$ cat config.mk
export PLATFORM = sky130hd
export DESIGN_NAME = bitmap_slot_allocator_dirty
export DESIGN_NICKNAME = d
export VERILOG_FILES = /design/src/hw/rtl/bsa_pkg.sv /design/src/hw/rtl/bsa_find.sv /design/src/hw/rtl/bsa_datapath.sv /design/src/hw/rtl/bsa_ctrl.sv /design/src/hw/rtl/bitmap_slot_allocator_dirty.sv
export SDC_FILE = /design/constraint.sdc
export NUM_CORES = 2
export LEC_CHECK = 0
export ABC_CLOCK_PERIOD_IN_PS = 12300
export BUFFER_PORTS_ARGS = -buffer_cell sky130_fd_sc_hd__buf_4
export CAP_MARGIN = 20
export CORE_ASPECT_RATIO = 0.5
export CORE_MARGIN = 5
export CORE_UTILIZATION = 44
export CTS_CLUSTER_SIZE = 24
export DETAILED_ROUTE_END_ITERATION = 12
export SYNTH_ARGS = -nofsm -noshare
export SYNTH_HDL_FRONTEND = slang
export SYNTH_HIERARCHICAL = 1
export SYNTH_MEMORY_MAX_BITS = 65536
export SYNTH_SLANG_ARGS = --single-unit
$ cat constraint.sdc
create_clock -name i_clk -period 12.3 [get_ports i_clk]
set_clock_uncertainty 0.05 [all_clocks]
set_input_delay 0.615 -clock i_clk [delete_from_list [all_inputs] [get_ports i_clk]]
set_output_delay 0.615 -clock i_clk [all_outputs]
set_load 0.005 [all_outputs]
$ cat src/hw/rtl/bsa_pkg.sv
`default_nettype none

package bsa_pkg;

    localparam int MAX_SLOTS = 64;
    localparam int MAX_DATA  = 64;
    localparam int IDX_W     = 6;
    localparam int CNT_W     = 7;
    localparam int FUNC_W    = 3;
    localparam int STAT_W    = 2;
    localparam int GRP_W     = 8;

    localparam logic [CNT_W-1:0] SLOT_COUNT_RST = 7'd64;

    localparam logic [FUNC_W-1:0] FN_ALLOC   = 3'd0;
    localparam logic [FUNC_W-1:0] FN_ADD     = 3'd1;
    localparam logic [FUNC_W-1:0] FN_UPDATE  = 3'd2;
    localparam logic [FUNC_W-1:0] FN_DESTROY = 3'd3;
    localparam logic [FUNC_W-1:0] FN_QUERY   = 3'd4;
    localparam logic [FUNC_W-1:0] FN_SYNC    = 3'd5;

    localparam logic [STAT_W-1:0] ST_OK   = 2'd0;
    localparam logic [STAT_W-1:0] ST_FULL = 2'd1;
    localparam logic [STAT_W-1:0] ST_BAD  = 2'd2;
    localparam logic [STAT_W-1:0] ST_NONE = 2'd3;

    typedef struct packed {
        logic latch;
        logic exec;
        logic sync_rd;
        logic emit;
    } t_cmd;

    typedef struct packed {
        logic is_sync;
        logic found;
    } t_sts;

endpackage

`default_nettype wire

$ cat src/hw/rtl/bsa_find.sv
`default_nettype none

module bsa_find #(
    parameter int SLOTS = bsa_pkg::MAX_SLOTS
) (
    input  wire logic                     i_clk,
    input  wire logic [SLOTS-1:0]         i_vec,
    output logic                          o_found,
    output logic [bsa_pkg::IDX_W-1:0]     o_idx
);

    localparam int GW     = bsa_pkg::GRP_W;
    localparam int GROUPS = (SLOTS + GW - 1) / GW;
    localparam int PAD    = GROUPS * GW;

    logic [PAD-1:0] pad;
    logic [GROUPS-1:0] r_any;
    logic [2:0] r_low [GROUPS];

    function automatic logic [2:0] low8(input logic [GW-1:0] v);
        logic [2:0] res;
        res = 3'd0;
        for (int i = GW - 1; i >= 0; i--) begin
            if (v[i]) begin
                res = 3'(i);
            end
        end
        return res;
    endfunction

    assign pad = PAD'(i_vec);

    // first level: per-group summary
    always_ff @(posedge i_clk) begin
        for (int g = 0; g < GROUPS; g++) begin
            r_any[g] <= |pad[g*GW +: GW];
            r_low[g] <= low8(pad[g*GW +: GW]);
        end
    end

    // second level: lowest non-empty group
    always_comb begin
        o_found = 1'b0;
        o_idx   = '0;
        for (int g = GROUPS - 1; g >= 0; g--) begin
            if (r_any[g]) begin
                o_found = 1'b1;
                o_idx   = {3'(g), r_low[g]};
            end
        end
    end

endmodule

`default_nettype wire

$ cat src/hw/rtl/bsa_datapath.sv
`default_nettype none

module bsa_datapath #(
    parameter int SLOTS     = bsa_pkg::MAX_SLOTS,
    parameter int DATA_BITS = bsa_pkg::MAX_DATA
) (
    input  wire logic                          i_clk,
    input  wire logic                          i_rst_n,
    input  wire logic                          i_cfg_wr_en,
    input  wire logic [bsa_pkg::CNT_W-1:0]     i_cfg_wr_data,
    input  wire logic [bsa_pkg::FUNC_W-1:0]    i_func,
    input  wire logic                          i_handle_valid,
    input  wire logic [bsa_pkg::IDX_W-1:0]     i_handle_index,
    input  wire logic [bsa_pkg::MAX_DATA-1:0]  i_entry_data,
    input  wire bsa_pkg::t_cmd                 i_cmd,
    output bsa_pkg::t_sts                      o_sts,
    output logic [bsa_pkg::STAT_W-1:0]         o_status,
    output logic [bsa_pkg::IDX_W-1:0]          o_slot_index,
    output logic                               o_used_flag,
    output logic [bsa_pkg::MAX_DATA-1:0]       o_synced_data,
    output logic                               o_last
);

    localparam int IW = (SLOTS > 1) ? $clog2(SLOTS) : 1;
    localparam int CW = bsa_pkg::CNT_W;

    logic [bsa_pkg::FUNC_W-1:0] r_func;
    logic                       r_hv;
    logic [bsa_pkg::IDX_W-1:0]  r_hidx;
    logic [DATA_BITS-1:0]       r_data;

    logic [CW-1:0]    r_slot_count;
    logic [SLOTS-1:0] r_used;
    logic [SLOTS-1:0] r_dirty;
    logic [SLOTS-1:0] r_written;

    logic [DATA_BITS-1:0] mem [SLOTS];
    logic [DATA_BITS-1:0] r_rd;
    logic                 r_rd_ok;
    logic [bsa_pkg::IDX_W-1:0] r_sidx;

    logic [bsa_pkg::STAT_W-1:0] r_status;
    logic [bsa_pkg::IDX_W-1:0]  r_slot_index;
    logic                       r_used_flag;
    logic [DATA_BITS-1:0]       r_synced;
    logic                       r_last;

    logic [bsa_pkg::STAT_W-1:0] n_status;
    logic [bsa_pkg::IDX_W-1:0]  n_slot_index;
    logic                       n_used_flag;

    logic [CW-1:0]    act_n;
    logic [SLOTS-1:0] act;
    logic [SLOTS-1:0] search;
    logic             handle_ok;
    logic             f_found;
    logic [bsa_pkg::IDX_W-1:0] f_idx;
    logic             is_alloc;
    logic             do_alloc;
    logic             do_update;
    logic             do_destroy;
    logic             wr_en;
    logic [IW-1:0]    wr_addr;

    assign act_n = (r_slot_count > CW'(SLOTS)) ? CW'(SLOTS) : r_slot_count;

    always_comb begin
        for (int i = 0; i < SLOTS; i++) begin
            act[i] = CW'(i) < act_n;
        end
    end

    assign search = (r_func == bsa_pkg::FN_SYNC) ? (r_dirty & act) : (~r_used & act);

    bsa_find #(
        .SLOTS (SLOTS)
    ) u_find (
        .i_clk   (i_clk),
        .i_vec   (search),
        .o_found (f_found),
        .o_idx   (f_idx)
    );

    assign handle_ok = r_hv && ({1'b0, r_hidx} < act_n);
    assign is_alloc  = (r_func == bsa_pkg::FN_ALLOC) || (r_func == bsa_pkg::FN_ADD);
    assign do_alloc  = i_cmd.exec && is_alloc && f_found;
    assign do_update = i_cmd.exec && (r_func == bsa_pkg::FN_UPDATE) && handle_ok;
    assign do_destroy = i_cmd.exec && (r_func == bsa_pkg::FN_DESTROY) && handle_ok;
    assign wr_en     = (do_alloc && (r_func == bsa_pkg::FN_ADD)) || do_update;
    assign wr_addr   = do_update ? r_hidx[IW-1:0] : f_idx[IW-1:0];

    assign o_sts.is_sync = (r_func == bsa_pkg::FN_SYNC);
    assign o_sts.found   = f_found;

    always_ff @(posedge i_clk) begin
        if (i_cmd.latch) begin
            r_func <= i_func;
            r_hv   <= i_handle_valid;
            r_hidx <= i_handle_index;
            r_data <= i_entry_data[DATA_BITS-1:0];
        end
    end

    always_ff @(posedge i_clk) begin
        if (!i_rst_n) begin
            r_slot_count <= bsa_pkg::SLOT_COUNT_RST;
            r_used       <= '0;
            r_dirty      <= '0;
            r_written    <= '0;
        end else begin
            if (i_cfg_wr_en) begin
                r_slot_count <= i_cfg_wr_data;
            end
            if (do_alloc) begin
                r_used[f_idx[IW-1:0]]  <= 1'b1;
                r_dirty[f_idx[IW-1:0]] <= 1'b1;
            end
            if (do_update) begin
                r_dirty[r_hidx[IW-1:0]] <= 1'b1;
            end
            if (do_destroy) begin
                r_used[r_hidx[IW-1:0]] <= 1'b0;
            end
            if (wr_en) begin
                r_written[wr_addr] <= 1'b1;
            end
            if (i_cmd.sync_rd) begin
                r_dirty[f_idx[IW-1:0]] <= 1'b0;
            end
        end
    end

    // entry store, one write and one registered read port
    always_ff @(posedge i_clk) begin
        if (wr_en) begin
            mem[wr_addr] <= r_data;
        end
        if (i_cmd.sync_rd) begin
            r_rd    <= mem[f_idx[IW-1:0]];
            r_rd_ok <= r_written[f_idx[IW-1:0]];
            r_sidx  <= f_idx;
        end
    end

    always_comb begin
        n_status     = bsa_pkg::ST_BAD;
        n_slot_index = '0;
        n_used_flag  = 1'b0;
        case (r_func)
            bsa_pkg::FN_ALLOC, bsa_pkg::FN_ADD: begin
                if (f_found) begin
                    n_status     = bsa_pkg::ST_OK;
                    n_slot_index = f_idx;
                end else begin
                    n_status = bsa_pkg::ST_FULL;
                end
            end
            bsa_pkg::FN_UPDATE, bsa_pkg::FN_DESTROY: begin
                n_status     = handle_ok ? bsa_pkg::ST_OK : bsa_pkg::ST_BAD;
                n_slot_index = r_hidx;
            end
            bsa_pkg::FN_QUERY: begin
                n_status     = handle_ok ? bsa_pkg::ST_OK : bsa_pkg::ST_BAD;
                n_slot_index = r_hidx;
                n_used_flag  = handle_ok && r_used[r_hidx[IW-1:0]];
            end
            bsa_pkg::FN_SYNC: begin
                n_status = bsa_pkg::ST_NONE;
            end
            default: begin
                n_status = bsa_pkg::ST_BAD;
            end
        endcase
    end

    always_ff @(posedge i_clk) begin
        if (i_cmd.exec) begin
            r_status     <= n_status;
            r_slot_index <= n_slot_index;
            r_used_flag  <= n_used_flag;
            r_synced     <= '0;
            r_last       <= 1'b1;
        end else if (i_cmd.emit) begin
            r_status     <= bsa_pkg::ST_OK;
            r_slot_index <= r_sidx;
            r_used_flag  <= 1'b0;
            r_synced     <= r_rd_ok ? r_rd : '0;
            r_last       <= !f_found;
        end
    end

    assign o_status      = r_status;
    assign o_slot_index  = r_slot_index;
    assign o_used_flag   = r_used_flag;
    assign o_synced_data = bsa_pkg::MAX_DATA'(r_synced);
    assign o_last        = r_last;

endmodule

`default_nettype wire

$ cat src/hw/rtl/bsa_ctrl.sv
`default_nettype none

module bsa_ctrl (
    input  wire logic          i_clk,
    input  wire logic          i_rst_n,
    input  wire logic          i_in_valid,
    output logic               o_in_stall,
    output logic               o_out_valid,
    input  wire logic          i_out_stall,
    input  wire bsa_pkg::t_sts i_sts,
    output bsa_pkg::t_cmd      o_cmd
);

    localparam logic [2:0] S_IDLE   = 3'd0;
    localparam logic [2:0] S_SCAN   = 3'd1;
    localparam logic [2:0] S_DECIDE = 3'd2;
    localparam logic [2:0] S_READ   = 3'd3;
    localparam logic [2:0] S_EMIT   = 3'd4;

    logic [2:0] r_state;
    logic [2:0] n_state;
    logic       r_out_valid;
    logic       n_out_valid;
    logic       out_free;

    assign out_free = !r_out_valid || !i_out_stall;

    always_comb begin
        n_state     = r_state;
        n_out_valid = r_out_valid && i_out_stall;
        o_cmd       = '0;
        case (r_state)
            S_IDLE: begin
                if (i_in_valid) begin
                    o_cmd.latch = 1'b1;
                    n_state     = S_SCAN;
                end
            end
            S_SCAN: begin
                n_state = S_DECIDE;
            end
            S_DECIDE: begin
                if (i_sts.is_sync && i_sts.found) begin
                    o_cmd.sync_rd = 1'b1;
                    n_state       = S_READ;
                end else if (out_free) begin
                    o_cmd.exec  = 1'b1;
                    n_out_valid = 1'b1;
                    n_state     = S_IDLE;
                end
            end
            S_READ: begin
                n_state = S_EMIT;
            end
            S_EMIT: begin
                if (out_free) begin
                    o_cmd.emit  = 1'b1;
                    n_out_valid = 1'b1;
                    n_state     = i_sts.found ? S_DECIDE : S_IDLE;
                end
            end
            default: begin
                n_state = S_IDLE;
            end
        endcase
    end

    always_ff @(posedge i_clk) begin
        if (!i_rst_n) begin
            r_state     <= S_IDLE;
            r_out_valid <= 1'b0;
        end else begin
            r_state     <= n_state;
            r_out_valid <= n_out_valid;
        end
    end

    assign o_in_stall  = (r_state != S_IDLE);
    assign o_out_valid = r_out_valid;

endmodule

`default_nettype wire

$ cat src/hw/rtl/bitmap_slot_allocator_dirty.sv
// slot allocator with used and dirty bitmaps over a store of entries
// input channel: i_in_valid / o_in_stall carry func, handle and entry data;
// a transfer happens on a rising edge with valid high and stall low
// output channel: o_out_valid / i_out_stall carry status, slot index, used
// flag, synced data and last; o_out_valid is registered
// i_cfg_wr_en / i_cfg_wr_data write the active slot count; the user must
// write it only while idle, as the block does not enforce this
// a single-result function passes SCAN and DECIDE, then loads its result
// register once the output is free; the block takes one item at a time, so
// the next input transfer is possible the cycle after the result is loaded
// sync: each dirty slot goes through find, store read and emit, over the
// two-level free/dirty search and the registered store read port
// a stalled receiver holds the result register; the block waits for it
// before loading another result and holds o_in_stall high meanwhile
// reset clears the bitmaps and the per-entry written bits at once, so the
// store reads as zero with no clearing pass; slot count resets to 64
`default_nettype none

module bitmap_slot_allocator_dirty #(
    parameter int SLOTS     = bsa_pkg::MAX_SLOTS,
    parameter int DATA_BITS = bsa_pkg::MAX_DATA
) (
    input  wire logic                          i_clk,
    input  wire logic                          i_rst_n,
    input  wire logic                          i_cfg_wr_en,
    input  wire logic [bsa_pkg::CNT_W-1:0]     i_cfg_wr_data,
    input  wire logic                          i_in_valid,
    output logic                               o_in_stall,
    input  wire logic [bsa_pkg::FUNC_W-1:0]    i_func,
    input  wire logic                          i_handle_valid,
    input  wire logic [bsa_pkg::IDX_W-1:0]     i_handle_index,
    input  wire logic [bsa_pkg::MAX_DATA-1:0]  i_entry_data,
    output logic                               o_out_valid,
    input  wire logic                          i_out_stall,
    output logic [bsa_pkg::STAT_W-1:0]         o_status,
    output logic [bsa_pkg::IDX_W-1:0]          o_slot_index,
    output logic                               o_used_flag,
    output logic [bsa_pkg::MAX_DATA-1:0]       o_synced_data,
    output logic                               o_last
);

    bsa_pkg::t_cmd cmd;
    bsa_pkg::t_sts sts;

    bsa_ctrl u_ctrl (
        .i_clk       (i_clk),
        .i_rst_n     (i_rst_n),
        .i_in_valid  (i_in_valid),
        .o_in_stall  (o_in_stall),
        .o_out_valid (o_out_valid),
        .i_out_stall (i_out_stall),
        .i_sts       (sts),
        .o_cmd       (cmd)
    );

    bsa_datapath #(
        .SLOTS     (SLOTS),
        .DATA_BITS (DATA_BITS)
    ) u_dp (
        .i_clk          (i_clk),
        .i_rst_n        (i_rst_n),
        .i_cfg_wr_en    (i_cfg_wr_en),
        .i_cfg_wr_data  (i_cfg_wr_data),
        .i_func         (i_func),
        .i_handle_valid (i_handle_valid),
        .i_handle_index (i_handle_index),
        .i_entry_data   (i_entry_data),
        .i_cmd          (cmd),
        .o_sts          (sts),
        .o_status       (o_status),
        .o_slot_index   (o_slot_index),
        .o_used_flag    (o_used_flag),
        .o_synced_data  (o_synced_data),
        .o_last         (o_last)
    );

    // one item in flight: an input transfer stalls the next cycle
    assert property (@(posedge i_clk) disable iff (!i_rst_n)
        (i_in_valid && !o_in_stall) |=> o_in_stall)
        else $error("input taken while busy");

    // only sync gives results that are not last, and those are ok
    assert property (@(posedge i_clk) disable iff (!i_rst_n)
        (o_out_valid && !o_last) |-> (o_status == bsa_pkg::ST_OK))
        else $error("non-last result with error status");

    // nothing-dirty is always the single result of its sync
    assert property (@(posedge i_clk) disable iff (!i_rst_n)
        (o_out_valid && (o_status == bsa_pkg::ST_NONE)) |-> (o_last && (o_slot_index == '0)))
        else $error("nothing-dirty result malformed");

    // a new result never replaces one the receiver has not taken
    assert property (@(posedge i_clk) disable iff (!i_rst_n)
        (o_out_valid && i_out_stall) |=> o_out_valid)
        else $error("stalled result dropped");

endmodule

`default_nettype wire
---- After elaboration in Yosys (flattened, before gate mapping) ----
Memory sizes are Yosys's and may differ from the RTL's. A register that Yosys moved wholly into a read port is not among the register bits.
Cells that the tools add are included.
storage, ports and cells
  memories ................................ 2
  register bits ........................... 366
  word-level logic and storage cells ...... 282
  output and inout port bits .............. 76
  bits of input ports ..................... 86
  bits in writable memories ............... 4120
memory list
  name               depth  width  read ports  clocked after Yosys merged registers in  wr ports  line                source
  u_dp.mem           64     64     1           1                                        1         bsa_datapath.sv:37  logic [DATA_BITS-1:0] mem [SLOTS];
  u_dp.u_find.r_low  8      3      8           0                                        8         bsa_find.sv:18      logic [2:0] r_low [GROUPS];
operators by class
  equal/unequal tests ..................... 12
  bitwise operators ....................... 11
  reductions and logical operators ........ 35
  $lt $le $gt $ge ......................... 72
  mux-type cells .......................... 132
operators with widths
  kind                                                                                  number
  64-bit 2-to-1 mux                                                                     10
  64-bit bitwise AND                                                                    4
  64-bit bitwise OR                                                                     4
  6-bit by 7-bit < comparator with 1-bit output (first input constant)                  32
  3-bit 2-to-1 mux                                                                      68
  64-bit inverter                                                                       3
  5-bit by 7-bit < comparator with 1-bit output (first input constant)                  16
  6-bit 2-to-1 mux                                                                      12
  8-bit OR reduction                                                                    8
  4-bit by 7-bit < comparator with 1-bit output (first input constant)                  8
  3-bit by 7-bit < comparator with 1-bit output (first input constant)                  4
  1-bit 2-to-1 mux                                                                      27
  6-bit by 7-bit < comparator with 1-bit output (second input constant)                 3
  1-bit demux with 6-bit select                                                         3
  6-bit by 1-bit greater-or-equal comparator with 1-bit output (second input constant)  3
  3-bit case mux with 5 select lines                                                    1
  1-bit logical AND                                                                     14
  1-bit by 7-bit < comparator with 1-bit output (first input constant)                  2
  2-bit by 7-bit < comparator with 1-bit output (first input constant)                  2
  1-bit binary-select mux with 6-bit select                                             2
  3-bit by 2-bit == test with 1-bit output (second input constant)                      4
  6-bit case mux with 2 select lines                                                    1
  2-bit 2-to-1 mux                                                                      5
  3-bit == test (second input constant)                                                 3
  17 further kinds                                                                      23

---- Depth between registers and ports, before layout ----
An unclocked memory read counts as a cell.
  word-level depth ........................ 21
  gate-level depth with buffers ........... 18
  depth with buffers taken out ............ 11

---- Cells and area by module ----
The synthesis kept the hierarchy.
by module, submodules not included
  module        times used  cells each  seq. area each (um2)  area each (um2)
  bsa_datapath  1           9751        132907.5              173226.1
  bsa_find      1           199         640.6                 1512.7
  bsa_ctrl      1           37          80.1                  277.8

---- Least setup slack after synthesis ----
Ideal clock, no wire load.
  path type ............................... register to register
  from .................................... register u_dp/r_func[1] in the netlist's numbering
  to ...................................... register u_dp.r_dirty[48]
  period minus slack after synthesis ...... 7.438 ns
  library setup time ...................... 0.120 ns
  slack ................................... 4.862 ns
  arrival ................................. 7.268 ns
  required time ........................... 12.130 ns
  cell stages (with the launch flop) ...... 11
  cell sequence ........................... edfxtp_1 > inv_1 > nand3_1 > inv_1 > buf_1 > nand2_1 > nor3_1 > buf_2 > nand2_1 > o21ai_0 > nor2_1
RTL lines
  what                             line                 source
  from (decl)                      bsa_datapath.sv:27   logic [bsa_pkg::FUNC_W-1:0] r_func;
  from (signal assigned)           bsa_datapath.sv:97   r_func <= i_func;
  to (signal assigned)             bsa_datapath.sv:108  r_dirty <= '0;
  to (signal, indexed assignment)  bsa_datapath.sv:116  r_dirty[f_idx[IW-1:0]] <= 1'b1;
  to (signal, indexed assignment)  bsa_datapath.sv:119  r_dirty[r_hidx[IW-1:0]] <= 1'b1;
  to (decl)                        bsa_datapath.sv:34   logic [SLOTS-1:0] r_dirty;

---- Final worst setup path ----
  from .................................... register u_dp.u_find.r_any[2]
  to ...................................... memory u_dp/mem[39][43] in the netlist's numbering (enable)
on the way
  elaborated cells on any way between the ends .. 18
RTL lines
  what                               line                source
  from (decl)                        bsa_find.sv:17      logic [GROUPS-1:0] r_any;
  from (signal, indexed assignment)  bsa_find.sv:36      r_any[g] <= |pad[g*GW +: GW];
  6-bit 2-to-1 mux (3 in series)     bsa_find.sv:46      if (r_any[g]) begin
  via u_dp.f_idx (one bit)           bsa_datapath.sv:57  logic [bsa_pkg::IDX_W-1:0] f_idx;
  6-bit 2-to-1 mux                   bsa_datapath.sv:90  assign wr_addr = do_update ? r_hidx[IW-1:0] : f_idx[IW-1:0];
  to (decl)                          bsa_datapath.sv:37
The timed path passes the listed nets, and every way through them passes these cells.

==> flow_metrics.py <==
metrics = {
    "yosys": {
        "yosys_register_bits": 4550,
        "yosys-top-cells-area": "edfxtp_1, mux4_2, dfxtp_1, mux2i_1, a221oi_1",
        "synthArstFlopShare": 0,
        "yosysUniqueCellTypes": 95,
        "yosys.area.top_type": "edfxtp_1",
        "yosysWarnings": 6,
        "syn_inst": 9987,
        "synth_edf_count": 4250,
        "synth_top_area_frac": 0.729,
        "syn_avg_cell_area_um2": 17.5,
        "synthFlopType": "edfxtp_1",
        "synth_area_um2": 175000,
        "synth.yosys.seq_area_share": 0.764,
        "synth.net_count": 10100,
    },
    "route": {
        "ant_nets": 0,
        "wl_per_cell_um": 40.3,
        "drtIter0Drc": 20400,
        "wl_um": 646000,
        "drc": 0,
        "vias": 110000,
        "drt-pass1-iter-count": 8,
        "vias_per_cell": 6.86,
    },
    "sta": {
        "max_freq_mhz": 163,
        "final_hold_viol_count": 0,
        "tns_ns": 0,
        "relSlewSlack": 0.173,
        "setup_viol": 0,
        "rsz0062_at_grt": "no",
        "slew_viol_final": 0,
        "finalCritPeriodShare": 0.498,
        "tightest_slew_ns": 1.24,
        "period_minus_slack_ns": 6.13,
        "finalWorstSetupSlack_ns": 6.17,
    },
    "worst_setup_path": {
        "critPathMaxStageDelay_ns": 0.71,
        "crit_chain": "nor2_2 > nand3_1 > a31oi_4 > buf_12 > buf_4 > and3_4 > a21oi_2 > buf_4 > nor2_4 > buf_4 > buf_4",
        "critPathBufInv": 5,
        "endpoint_kind": "flip-flop",
        "timing.rr.end": "u_dp/mem[39][43]",
        "crit_family": "buffers and inverters",
        "crit_slowest_cell": "nor2_4",
        "arrival_ns": 6.68,
        "r2r_slack_ns": 6.17,
        "path_max_fanout": 74,
        "crit_top_cell": "buf_4",
        "start_kind": "flip-flop",
        "path_class": "flip-flop to flip-flop",
        "r2r_cells": 11,
        "required_ns": 12.85,
        "reg2reg_from": "u_dp/u_find/r_any[2]",
    },
    "final_layout": {
        "seqCellArea_um2": 134000,
        "fillers": 32100,
        "fin_nets": 10500,
        "multiInputGateArea_um2": 38500,
        "drive_above_1_share": 0.177,
        "syn2layout_area_growth_pct": 13.0,
        "layout_commonest_cell": "edfxtp_1",
        "final_cell_mix": "edfxtp_1, buf_4, nor2_1, mux2i_1, a221oi_1",
    },
    "die": {
        "chipWidth_um": 902,
        "dieArea_um2": 411000,
        "num_rows": 163,
        "floorplan.initialDensity": 0.443,
        "io_pins": 162,
        "fp.coreArea_um2": 395000,
        "die_height_um": 456,
    },
    "clock_tree": {
        "cts_resized": 0,
        "cts_setup_buffers": 0,
        "cts.sinks": 4550,
        "cts_root_buf": "clkbuf_16",
        "cts_max_path_buffers": 4,
        "insertion_delay_ns": 0.96,
        "h-tree-depth": 5,
        "cts_tree": "built",
        "path_clk_slew_ns": 0.07,
        "cts_made_buffers": 410,
    },
    "power": {
        "power_density_nw_per_um2": 162,
        "ir_worst_vdd_v": 0.000128,
        "power_leakage_uw": 0.0613,
    },
    "global_route": {
        "grt_max_degree": 114,
        "grt_pass1_vias": 100000,
        "grtUsageTotal": 0.304,
        "grt_overflow": 0,
        "grt_pass1_wl_um": 868000,
        "antenna_found_initial": 36,
    },
    "flow_run": {
        "cap_violations": 0,
    },
    "min_path": {
        "min_path_cells": 4,
        "hold-path-endpoint": "u_ctrl/r_state[1]",
        "hp-class": "input pin to flip-flop",
        "hold_start": "i_in_valid",
    },
    "outcome": {
        "outcome": "finished clean",
    },
    "placed_design": {
        "gp_congestion": 0.885,
        "port_buffers": 161,
        "post-place-ws_ns": 6.31,
        "hpwlAfterDp_um": 354000,
    },
}
[where the power goes]
group / leakage, uW / switching, uW / internal [uW]
clock: 0.00644 / 5870 / 7120
sequential: 0.0407 / 29.8 / 17000
combinational: 0.0142 / 1360 / 509
[flip-flops by register name, indices dropped and copies added (netlist names), 6 cells and up]
| signal | cells |
|---|---|
| u_dp/mem | 4096 |
| u_dp/o_synced_data | 64 |
| u_dp/r_data | 64 |
| u_dp/r_dirty | 64 |
| u_dp/r_rd | 64 |
| u_dp/r_used | 64 |
| u_dp/r_written | 64 |
| u_dp/u_find/r_low | 24 |
| u_dp/u_find/r_any | 8 |
| u_dp/r_slot_count | 7 |
| u_dp/o_slot_index | 6 |
| u_dp/r_hidx | 6 |
| u_dp/r_sidx | 6 |
[synth_stat cells (25+ instances only)]
cell type	count
edfxtp_1	4250
nor2_1	569
mux2i_1	500
a221oi_1	442
o21ai_0	435
a21oi_1	372
nand2_1	367
mux4_2	335
dfxtp_1	300
a22oi_1	287
buf_2	269
mux2_2	238
clkbuf_1	218
o22ai_1	190
a22o_1	128
a211oi_1	109
buf_4	93
nor3_1	70
a221o_1	69
buf_1	61
nand3_1	57
o221ai_1	52
inv_1	42
buf_6	39
a31oi_1	30
nand2b_1	26
nand4_1	26
nor2b_1	25
[cells by family (layout without fill, tap and decap cells)]
kind of cell               after synthesis  after routing  synth area share
and+or+nand+nor                       1301           1301            0.0334
other                                    0             24                 0
DFF                                   4550           4550             0.764
buffers and inverters                  729           1458            0.0216
adders and majority gates                5              5          0.000357
AOI/OAI and AO/OA                     2325           2325            0.0936
muxes                                 1077           1077            0.0875
[stage by stage]
step | util | total power, uW | instances | area (um2) | hold slack (ns)
4_1_cts | 0.500 | 31900 | 16000 | 198000 | 0.0150
2_1_floorplan | - | 18400 | 9987 | 175000 | 0.369
3_3_place_gp | 0.464 | 19200 | 15100 | 183000 | 0.380
5_1_grt | 0.500 | 32700 | 16000 | 198000 | 0.0822
6_report | 0.500 | 31900 | 16000 | 198000 | 0.0953
3_5_place_dp | 0.464 | 19200 | 15100 | 183000 | 0.389
[how the worst max path moves through the flow]
stage	slack [ns]	endpoint	start	cells past startpoint
floorplan	4.86	u_dp/r_dirty[48]	u_dp/r_func[1]	10
global placement	6.16	u_dp/r_rd[12]	u_dp/u_find/r_any[5]	13
detailed placement	6.31	u_dp/mem[39][42]	u_dp/u_find/r_any[5]	12
CTS	6.34	u_dp/mem[39][42]	u_dp/u_find/r_any[2]	11
global route	6.15	u_dp/mem[39][42]	u_dp/u_find/r_any[2]	11
finish	6.17	u_dp/mem[39][43]	u_dp/u_find/r_any[2]	11
[area by class of cell]
class / count / share of cell area
Multi-Input combinational cell: 4708 / 0.195
Timing Repair Buffer: 662 / 0.0281
Clock buffer: 494 / 0.0548
Inverter: 44 / 0.000949
Clock inverter: 258 / 0.0121
Sequential cell: 4550 / 0.676
Antenna cell: 24 / 0.000304
Tap cell: 5280 / 0.0334
[per-layer routing]
metal	track usage	up-vias	routed length [um]
met2	0.434	9611	276000
met1	0.442	57300	244000
met5	0.00185	-	126
met3	0.0872	1361	97200
li1	-	41600	-
met4	0.116	10	28500
[worst reg2reg max path, cell delays in order, from the launching register on]
cell	delay (ns)
dfxtp_1	0.42
nor2_2	0.28
nand3_1	0.20
a31oi_4	0.65
buf_12	0.48
buf_4	0.87
and3_4	0.47
a21oi_2	0.08
buf_4	0.28
nor2_4	0.72
buf_4	0.66
buf_4	0.67
[timing repair]
action,CTS,global route
hold endpoints to repair,81,0
endpoints found under the setup margin,0,0
hold buffers,89,0
(Power assumes the default switching activity.)
